==> src/rtl/ptcta_pkg.sv <==
package ptcta_pkg;

    localparam int unsigned ID_W     = 12;
    localparam int unsigned TIME_W   = 64;
    localparam int unsigned ID_SPACE = 1 << ID_W;

    localparam logic FUNC_SWITCH = 1'b0;
    localparam logic FUNC_EXIT   = 1'b1;

    typedef struct packed {
        logic clr;
        logic load;
        logic rd;
        logic delta;
        logic sum;
        logic done;
    } t_cmd;

    typedef struct packed {
        logic clr_last;
        logic out_free;
    } t_status;

endpackage

==> src/rtl/ptcta_ctrl.sv <==
module ptcta_ctrl (
    input  logic              i_clk,
    input  logic              i_rst_n,
    input  logic              i_in_valid,
    output logic              o_in_ready,
    input  ptcta_pkg::t_status i_status,
    output ptcta_pkg::t_cmd    o_cmd
);

    localparam logic [2:0] ST_CLEAR = 3'd0;
    localparam logic [2:0] ST_IDLE  = 3'd1;
    localparam logic [2:0] ST_READ  = 3'd2;
    localparam logic [2:0] ST_DELTA = 3'd3;
    localparam logic [2:0] ST_SUM   = 3'd4;
    localparam logic [2:0] ST_DONE  = 3'd5;

    logic [2:0] r_state;
    logic [2:0] n_state;

    always_ff @(posedge i_clk) begin
        if (!i_rst_n) begin
            r_state <= ST_CLEAR;
        end else begin
            r_state <= n_state;
        end
    end

    always_comb begin
        n_state = r_state;
        o_cmd   = '0;
        unique case (r_state)
            ST_CLEAR: begin
                o_cmd.clr = 1'b1;
                if (i_status.clr_last) begin
                    n_state = ST_IDLE;
                end
            end
            ST_IDLE: begin
                if (i_in_valid) begin
                    o_cmd.load = 1'b1;
                    n_state    = ST_READ;
                end
            end
            ST_READ: begin
                o_cmd.rd = 1'b1;
                n_state  = ST_DELTA;
            end
            ST_DELTA: begin
                o_cmd.delta = 1'b1;
                n_state     = ST_SUM;
            end
            ST_SUM: begin
                o_cmd.sum = 1'b1;
                n_state   = ST_DONE;
            end
            ST_DONE: begin
                if (i_status.out_free) begin
                    o_cmd.done = 1'b1;
                    n_state    = ST_IDLE;
                end
            end
            default: begin
                n_state = ST_CLEAR;
            end
        endcase
    end

    assign o_in_ready = (r_state == ST_IDLE);

`ifndef SYNTH
    a_accept_starts_read: assert property (@(posedge i_clk) disable iff (!i_rst_n)
        i_in_valid && o_in_ready |=> r_state == ST_READ)
        else $error("accepted transaction did not start a table read");

    a_done_waits_output: assert property (@(posedge i_clk) disable iff (!i_rst_n)
        r_state == ST_DONE && !i_status.out_free |=> r_state == ST_DONE)
        else $error("result dropped while output register busy");
`endif

endmodule

==> config.mk <==
export PLATFORM = sky130hd
export DESIGN_NAME = ptcta_ctrl
export DESIGN_NICKNAME = d
export VERILOG_FILES = /design/src/rtl/ptcta_pkg.sv /design/src/rtl/ptcta_ctrl.sv
export SDC_FILE = /design/constraint.sdc
export NUM_CORES = 1
export LEC_CHECK = 0
export ABC_AREA = 1
export BUFFER_PORTS_ARGS = -buffer_cell sky130_fd_sc_hd__buf_2
export CAP_MARGIN = 20
export CORE_AREA = 2 2 39 41
export CTS_CLUSTER_SIZE = 8
export DETAILED_ROUTE_END_ITERATION = 7
export DIE_AREA = 0 0 41 43
export GPL_TIMING_DRIVEN = 0
export SLEW_MARGIN = 10
export SYNTH_ARGS = -nofsm -noshare
export SYNTH_HDL_FRONTEND = slang
export SYNTH_SLANG_ARGS = --single-unit
==> constraint.sdc <==
create_clock -name i_clk -period 2.5 [get_ports i_clk]
set_input_delay 0.125 -clock i_clk [delete_from_list [all_inputs] [get_ports i_clk]]
set_output_delay 0.125 -clock i_clk [all_outputs]
set_load 0.02 [all_outputs]
# Word level (Yosys, flattened, before mapping)
# Cells that the tools add are included.
# word_totals
inputBits	5
out_inout_bits	7
word_cells	23
regBits	3
# op_classes
eq_ne	8
mux	12
n_reduce_logical	2
# ops
op	count
$pmux 3 s6	1
$mux 3	3
$mux 1	8
$eq 3x2->1 const B	2
$eq 3x3->1 const B	2
$ne 2x2->1 const B	3
$eq 3x1->1 const B	1
$logic_not 3->1	1
$reduce_and 3->1	1

# Longest topological paths before layout
# Gate-level depths: netlist of run 1.
# logic_depth
ltp_word	3
mapped_depth	6
mapped_depth_nobuf	6

# Worst setup path before layout of run 1
# OpenSTA, ideal clock, no wires.
# synth_path
kind	register to register
from	register r_state[0]
to	register r_state[2]
required_time_ps	2430
slack_ps	1253
stages_incl_launch_ff	5
n_path_buf	0
period_less_slack_ps	1247
setup_time_ps	70
t_arrival_ps	1177
path_cell_list	dfxtp_1 -> inv_2 -> nor3_1 -> nor2_1 -> a21oi_1
# synth_via
elab_chain_cells	3
elab_cells_between_ends	11
cone_classes	8 x eq/ne; 1 x mux; 2 x reduce/logical
# synth_lines
item	line	text
start, declared	ptcta_ctrl.sv:17	logic [2:0] r_state;
start signal, assigned	ptcta_ctrl.sv:24	r_state <= n_state;
$eq 3x3->1 (tied with other cells)	ptcta_ctrl.sv:31	unique case (r_state)
$ne 2x2->1 (no line)	n/a	
$reduce_and 3->1 (no line)	n/a	
# Several ways; a longest one is shown, not always the timed one.
# A chain may end at the register's enable or synchronous reset.

==> results of run 1 <==
==> report_power, final <==
part | total [mW] | switching, mW | internal [mW]
sequential | 0.0596 | 0.00690 | 0.0527
clock | 0.0847 | 0.0249 | 0.0598
combinational | 0.0638 | 0.0415 | 0.0223
total | 0.208 | 0.0733 | 0.135
==> worst max-delay path, delay by kind of cell, from the launching register on <==
family	cells	cell delay [ns]
flops	1	0.41
simple gates	3	0.30
buf+inv	2	0.22
==> final timing paths <==
path	slack, ns	endpoint	start	cells after the start
min	0.16	r_state[0]	i_rst_n	3
max	1.21	o_cmd[4]	r_state[0]	5
min reg2reg	0.66	r_state[2]	r_state[1]	3
max reg2reg	1.47	r_state[0]	r_state[2]	6
==> Yosys cell counts <==
cell	instances
nor2_1	7
inv_1	6
dfxtp_1	3
inv_2	3
nand2_1	3
nor2_2	3
a21oi_1	2
nand3_1	2
nor3_1	2
nor3_2	2
nand2_2	1
nand3_2	1
==> through the flow <==
step / util [%] / instance area, sq um / total power, mW / worst slack (ns)
after global routing: 22.97 / 317.8 / 0.2276 / 1.062
after CTS: 22.97 / 317.8 / 0.2140 / 1.184
after global placement: 21.07 / 291.5 / 0.1239 / 1.449
after floorplan: - / 216.5 / 0.1066 / 1.253
final: 22.97 / 317.8 / 0.2081 / 1.210
after detailed placement: 21.07 / 291.5 / 0.1249 / 1.446
==> metal layers <==
| layer | part of all wire (%) | global-route usage, % | routed length, microns |
|---|---|---|---|
| met1 | 46 | 9.585 | 233 |
| met2 | 45 | 8.438 | 229 |
| met3 | 9.2 | 3.141 | 47 |
| met4 | 0 | 6.000 | 0 |
| met5 | 0 | 0 | 0 |
==> final cells by class <==
| cell class | instances | area, sq um | area share [%] |
|---|---|---|---|
| Sequential cell | 3 | 60.06 | 18.90 |
| Tap cell | 16 | 20.02 | 6.299 |
| Clock buffer | 4 | 26.28 | 8.268 |
| Multi-Input combinational cell | 23 | 122.6 | 38.58 |
| Timing Repair Buffer | 11 | 55.05 | 17.32 |
| Inverter | 9 | 33.78 | 10.63 |
==> kinds of logic after synthesis <==
logic type / Yosys count / synth area share (%)
simple gates: 21 / 52.03
flops: 3 / 27.75
compound gates: 2 / 4.624
buf+inv: 9 / 15.61
==> results.cfg, run 1 <==
[timing]
worst_pin_slew_ns = 0.3010
rsz0062_at_grt = false
fin_skew_ns = 0.0005294
hold_ws_ns = 0.1581
finalSetupViolCount = 0
slew_violations = 0
slew-limit-headroom_pct = 79.91
min_period_ns = 1.290
finalHoldViolCount = 0
fmax_mhz = 775.0
setup_tns_ns = 0
finalCritPeriodShare_pct = 51.61

[cells_and_area]
mostFrequentLayoutCell = buf_2
drive_above_1_share_pct = 48.00
fillers = 161
final_nets = 56
largest_reg_flops = 3
syn_to_final_growth_pct = 46.82
layout_common_cells = buf_2 (11), nor2_1 (7), inv_1 (6)
top_regs = r_state: 3 flops
regMostFlops = r_state
final_cells = 66
antenna_cells = 0

[route]
drt-wirelength-per-cell_microns = 7.727
drtIter0Drc = 9
vias = 244
ant_nets = 0
first_pass_iters = 4
drc_errors = 0
via_per_inst = 3.697
routed_wl_microns = 510

[die]
fp.dieH_microns = 43
start_util_pct = 15.64
rows = 14
die-area_sq_um = 1763
die_x_microns = 41
io_pins = 12
core_sq_um = 1384

[synth]
synth_cells = 35
yosysWarnings = 0
ys_ff_latch = 3
synth_nets = 40
synth_seq_area_share_pct = 27.75
netlist_area_sq_um = 216.5
yosysUniqueCellTypes = 12
synth_area_per_cell_sq_um = 6.185
ys_top_cells_by_area = dfxtp_1 (28%), nor2_1 (12%), inv_1 (10%), nor3_2 (9.2%), nor2_2 (8.7%)
synth.top_cell.area_share_pct = 27.75
synth_area_leader_cell = dfxtp_1

[clock_tree]
clockRootBuffer = clkbuf_4
cts_tree = built
numCtsBuffers = 3
cts_setup_buffers = 0
clk_path_buf_depth = 2
h-tree-depth = 1
postCtsHoldBufs = 0
insertion_delay_ns = 0.23
cts_resized = 0
clkSinkCount = 3
clkTransAtPathRegs_ns = 0.04

[outcome]
status = complete, no violations

[placement]
io_buffers = 11
hpwlAfterDp_microns = 420.1
place.gp.congestion = 0.7524
place_inst = 62

[power_and_ir_drop]
p_per_area_nw_per_um2 = 654.9
vdd_drop_max_mv = 0.1777
p_leak_nw = 0.1796

[grt]
antenna_found_initial = 0
grt_pass1_wl_microns = 828
grt_overflow = 0
grt_max_degree = 8
grt_pass1_vias = 215
grt_usage_pct = 7.214

[worst_setup_path]
crit_path_end_kind = primary output
required_ns = 2.38
path_class = reg2out
max_stage_delay_ns = 0.41
crit_chain = inv_2 > nor2_2 > nand2_1 > nor2_1 > buf_2
start_kind = flop
crit_slowest_cell = dfxtp_1
cp.arrival_ns = 1.17
cp_max_fo = 4

[run]
drv_cap = 0

[worst_hold_path]
hp-class = in2reg
Note: power is estimated with default switching activity, not from simulation.
==> run 2, diff against run 1 <==
==> constraint.sdc (replaced) <==
create_clock -name i_clk -period 1.2 [get_ports i_clk]
set_input_delay 0.06 -clock i_clk [delete_from_list [all_inputs] [get_ports i_clk]]
set_output_delay 0.06 -clock i_clk [all_outputs]
set_load 0.02 [all_outputs]
==> run 2 against run 1 <==
Worst hold slack lost 0.078 ns. Die area did not move. Final cell count did not move. Largest cell class unchanged. Wire length is 3.1% lower. Sequential share of layout area up 0.53 points. Global-route usage is 0.30 points lower. Flip-flop and latch count is the same. Critical path depth decreased by 2. Critical path type unchanged.
==> results.cfg, run 2 (synthesis gave the netlist of run 1 again) <==
[timing]
worst_pin_slew_ns = 0.1710
finalHoldViolCount = 0
hold_ws_ns = 0.08002
fmax_mhz = 896.0
slew_violations = 0
slew-limit-headroom_pct = 88.54
finalSetupViolCount = 0
worst_slack_ns = 0.08397
rsz0062_at_grt = true
min_period_ns = 1.116
fin_skew_ns = 0.0008856
finalCritPeriodShare_pct = 93.00
setup_tns_ns = 0

[placement]
io_buffers = 11
pre_cts_slack_ns = 0.1495
place_inst = 62
place.gp.congestion = 0.7589
hpwlAfterDp_microns = 425.8
placed_area_sq_um = 296.5

[grt]
grt_overflow = 0
grt_pass1_vias = 230
antenna_found_initial = 0
grt_usage_pct = 6.914
grt_max_degree = 8
grt_pass1_wl_microns = 814

[worst_setup_path]
reg2reg_depth = 4
path_class = reg2out
r2r_start = r_state[1]
crit_chain = inv_1 > nor3_2 > buf_4
cp.arrival_ns = 1.06
required_ns = 1.14
crit_family = flip-flops
reg2reg_slack_ns = 0.26
max_stage_delay_ns = 0.38
crit_slowest_cell = dfxtp_1
r2r-end = r_state[1]
crit_buf_inv = 2
start_kind = flop
cp_max_fo = 5
crit_path_end_kind = primary output

[route]
ant_nets = 0
drt-wirelength-per-cell_microns = 7.485
vias = 246
drtIter0Drc = 2
via_per_inst = 3.727
drc_errors = 0
first_pass_iters = 2
routed_wl_microns = 494

[clock_tree]
clockRootBuffer = clkbuf_4
h-tree-depth = 1
insertion_delay_ns = 0.23
cts_tree = built
postCtsHoldBufs = 0
cts_setup_buffers = 0
clkTransAtPathRegs_ns = 0.04
clk_path_buf_depth = 2
numCtsBuffers = 3
clkSinkCount = 3

[cells_and_area]
fillers = 175
syn_to_final_growth_pct = 60.69
mostFrequentLayoutCell = buf_2
final_cells = 66
regMostFlops = r_state
antenna_cells = 0
final_nets = 56
layout_common_cells = buf_2 (7), nor2_1 (6), inv_1 (6)
multiInputGateArea_sq_um = 135.1
fin_util_pct = 25.14
fin_area_sq_um = 347.8
drive_above_1_share_pct = 56.00
largest_reg_flops = 3
top_regs = r_state: 3 flops
seqCellArea_sq_um = 67.56

[power_and_ir_drop]
vdd_drop_max_mv = 0.3750
power_mw = 0.4440
p_per_area_nw_per_um2 = 1276
p_leak_nw = 0.1828

[worst_hold_path]
min_path_cells = 3
hp-class = in2reg
whs_endpoint = r_state[0]
min_from = i_rst_n

[die]
fp.dieH_microns = 43
io_pins = 12
core_sq_um = 1384
die_x_microns = 41
rows = 14
die-area_sq_um = 1763
start_util_pct = 15.64

[outcome]
status = complete, no violations

[run]
drv_cap = 0
[run 2: cell counts in the layout (fill, tap and decap cells not counted)]
No cell type changed its count.
[run 2: what timing repair did]
item / in CTS / in global routing
gates resized for setup: 2 / 8
endpoints found under the setup margin: 3 / 5
gates cloned: 0 / 0
[run 2: area by class of cell]
| class | count | area share [%] |
|---|---|---|
| inverter | 9 | 9.712 |
| tap | 16 | 5.755 |
| clock buffer | 4 | 7.554 |
| timing repair buffer | 11 | 18.71 |
| sequential | 3 | 19.42 |
| multi-input combinational | 23 | 38.85 |
[run 2: worst reg2reg max path, stage by stage, from the launching register on]
cell	delay, ns
dfxtp_1	0.38
inv_1	0.12
nor3_2	0.15
nor2_1	0.09
nor3_2	0.13
[run 2: routing by layer]
layer | global-route usage (%) | wire [microns] | part of all wire [%]
met5 | 0 | 0 | 0
met4 | 4.000 | 0 | 0
met3 | 3.141 | 36 | 7.3
met2 | 9.688 | 236 | 48
met1 | 8.307 | 221 | 45
[run 2: worst max-delay path by stage]
stage,startpoint,end,cells past startpoint
final,r_state[1],o_cmd[3],3
after global routing,r_state[1],o_cmd[4],4
after CTS,r_state[0],o_cmd[4],5
after detailed placement,r_state[2],r_state[0],6
after global placement,r_state[2],r_state[0],5
after floorplan,r_state[2],r_state[2],4
[run 2: power by group]
group | internal [mW] | total [mW] | switching, mW
Clock | 0.124 | 0.175 | 0.0505
Sequential | 0.110 | 0.125 | 0.0150
Combinational | 0.0531 | 0.144 | 0.0909
Total | 0.288 | 0.444 | 0.156
==> run 3, diff against run 2 <==
--- a/config.mk
+++ b/config.mk
@@ -5,7 +5,7 @@
 export SDC_FILE = /design/constraint.sdc
 export NUM_CORES = 1
 export LEC_CHECK = 0
-export ABC_AREA = 1
+export ABC_AREA = 0
 export BUFFER_PORTS_ARGS = -buffer_cell sky130_fd_sc_hd__buf_2
 export CAP_MARGIN = 20
 export CORE_AREA = 2 2 39 41
==> run 3 against run 2 <==
First-iteration DRC count shrank 50%. Sequential power shrank 5%. Clock power grew 3%. Power shrank 9.0%. Die area is the same. Setup slack lost 0.042 ns. Final cell count shrank 17%. Worst hold slack lost 0.015 ns. Global-route usage shrank 0.48 points. Wire length shrank 6.7%. Via count shrank 12%. Critical path type unchanged. Critical endpoint is now o_cmd[4].
==> results.cfg, run 3 <==
[synth]
yosysWarnings = 0
ys_top_cells_by_area = dfxtp_1 (31%), and2_1 (6.5%), nor2b_1 (6.5%), nor3b_2 (6.5%), buf_6 (5.8%)
synth_edf_count = 0
synth_seq_area_share_pct = 30.97
synth_commonest_cells = dfxtp_1 (3), nor2_1 (3), and2_1 (2), nor2b_1 (2)
synth_area_per_cell_sq_um = 8.432
async_reset_ff_share_pct = 0
yosys_most_used_dff = dfxtp_1
synth_area_leader_cell = dfxtp_1
synth_cells = 23
yosysUniqueCellTypes = 17
ys_ff_latch = 3
synth_nets = 28
netlist_area_sq_um = 193.9
synth.top_cell.area_share_pct = 30.97

[worst_setup_path]
path_class = reg2out
cp.arrival_ns = 1.10
crit_buf_inv = 2
crit_slowest_cell = dfxtp_2
r2r-end = r_state[2]
path_common_cell = buf_6
crit_family = simple AND/OR/NAND/NOR gates
max_stage_delay_ns = 0.31
start_kind = flop
cp_max_fo = 8
required_ns = 1.14
crit_path_end_kind = primary output
reg2reg_slack_ns = 0.30
reg2reg_depth = 3
r2r_start = r_state[1]
crit_chain = buf_6 > nor3b_4 > and2_4 > buf_6

[placement]
pre_cts_slack_ns = 0.2369
place.gp.congestion = 0.6011
hpwlAfterDp_microns = 321.8
io_buffers = 11

[worst_hold_path]
hp-class = in2reg
min_from = i_rst_n
whs_endpoint = r_state[2]
min_path_cells = 2

[clock_tree]
clkTransAtPathRegs_ns = 0.04
postCtsHoldBufs = 0
clockRootBuffer = clkbuf_4
clk_path_buf_depth = 2
insertion_delay_ns = 0.23
numCtsBuffers = 3
cts_tree = built
clkSinkCount = 3
h-tree-depth = 1

[power_and_ir_drop]
p_seq_share_pct = 29.3
combPwrFrac_pct = 26.1
p_leak_nw = 0.1509
p_per_area_nw_per_um2 = 1257
p_switching_mw = 0.1153
vdd_drop_max_mv = 0.2623
clkPwrFrac_pct = 44.5
internal_power_mw = 0.2889
netSwitchingFraction_pct = 28.53

[timing]
hold_ws_ns = 0.06454
worst_pin_slew_ns = 0.1329
slew-limit-headroom_pct = 90.89
fmax_mhz = 863.7
finalHoldViolCount = 0
finalCritPeriodShare_pct = 96.48
rsz0062_at_grt = true
slew_violations = 0
worst_slack_ns = 0.04219
setup_tns_ns = 0
min_period_ns = 1.158
finalSetupViolCount = 0
fin_skew_ns = 0.0008995

[route]
drt-wirelength-per-cell_microns = 8.382
drtIter0Drc = 1
routed_wl_microns = 461
vias = 216
first_pass_iters = 2
drc_errors = 0
via_per_inst = 3.927
ant_nets = 0

[cells_and_area]
final_nets = 45
syn_to_final_growth_pct = 65.81
drive_above_1_share_pct = 53.85
largest_reg_flops = 3
regMostFlops = r_state
top_regs = r_state: 3 flops
mostFrequentLayoutCell = buf_2
antenna_cells = 0
layout_common_cells = buf_2 (10), nor2_1 (3), clkbuf_4 (3), dfxtp_2 (3)

[die]
fp.dieH_microns = 43
io_pins = 12
rows = 14
die-area_sq_um = 1763
die_x_microns = 41
core_sq_um = 1384
start_util_pct = 14.01

[grt]
grt_pass1_vias = 189
grt_max_degree = 10
grt_pass1_wl_microns = 683
grt_usage_pct = 6.432
grt_overflow = 0
antenna_found_initial = 0

[run]
drv_cap = 0

[outcome]
status = complete, no violations
-- run 3: per-layer routing --
metal	GRT usage, %	share of wire (%)	vias up
li1	-	-	112
met1	5.806	42	93
met2	8.750	47	11
met3	4.712	11	0
met4	6.000	0	0
met5	0	0	-
-- run 3: worst max-delay path by stage --
stage / from / to / slack (ns) / cells after the start
2_1_floorplan: r_state[0] / o_cmd[4] / 0.07 / 3
3_3_place_gp: r_state[1] / r_state[2] / 0.25 / 3
3_5_place_dp: r_state[1] / r_state[2] / 0.24 / 3
4_1_cts: r_state[0] / o_cmd[4] / 0.01 / 4
5_1_grt: r_state[0] / o_cmd[4] / -0.03 / 4
6_report: r_state[0] / o_cmd[4] / 0.04 / 4
-- run 3: cells by family (layout without fill, tap and decap cells) --
family | count (synthesis) | in the layout | synth area share [%]
AOI/OAI and AO/OA | 5 | 5 | 16.77
and+or+nand+nor | 13 | 13 | 41.29
buffers and inverters | 1 | 17 | 5.806
DFF | 3 | 3 | 30.97
muxes | 1 | 1 | 5.161
-- run 3: metrics by stage --
stage          total power [mW]  cell area, sq um  util, %  std cells
2_1_floorplan            0.1809             193.9        -         23
3_3_place_gp             0.2084             269.0    19.44         50
3_5_place_dp             0.2093             269.0    19.44         50
4_1_cts                  0.3982             295.3    21.34         54
5_1_grt                  0.4305             321.6    23.24         55
6_report                 0.4042             321.6    23.24         55
-- run 3: power groups by stage --
| stage | Sequential, mW | Clock (mW) | Combinational (mW) |
|---|---|---|---|
| after floorplan | 0.115 | 0 | 0.0654 |
| after global placement | 0.117 | 0 | 0.0911 |
| after detailed placement | 0.117 | 0 | 0.0920 |
| after CTS | 0.116 | 0.190 | 0.0923 |
| after global routing | 0.120 | 0.194 | 0.117 |
| final | 0.119 | 0.180 | 0.106 |
-- run 3: layout make-up --
cell class / count / area (sq um)
flip-flops and latches: 3 / 63.81
multi-input cells: 19 / 131.4
well taps: 16 / 20.02
repair buffers: 12 / 68.82
plain buffers: 1 / 11.26
fillers: 157 / 1062
clock buffers: 4 / 26.28
-- run 3: what timing repair did --
| item | in CTS | in global routing |
|---|---|---|
| resized for setup | 0 | 7 |
| buffers inserted | 0 | 1 |
| endpoints found under the setup margin | 0 | 3 |
-- run 3: worst register-to-register path, delay by kind of cell (launching register included) --
| family | cells | cell delay, ns |
|---|---|---|
| flops | 1 | 0.41 |
| compound gates | 2 | 0.22 |
| simple gates | 1 | 0.17 |
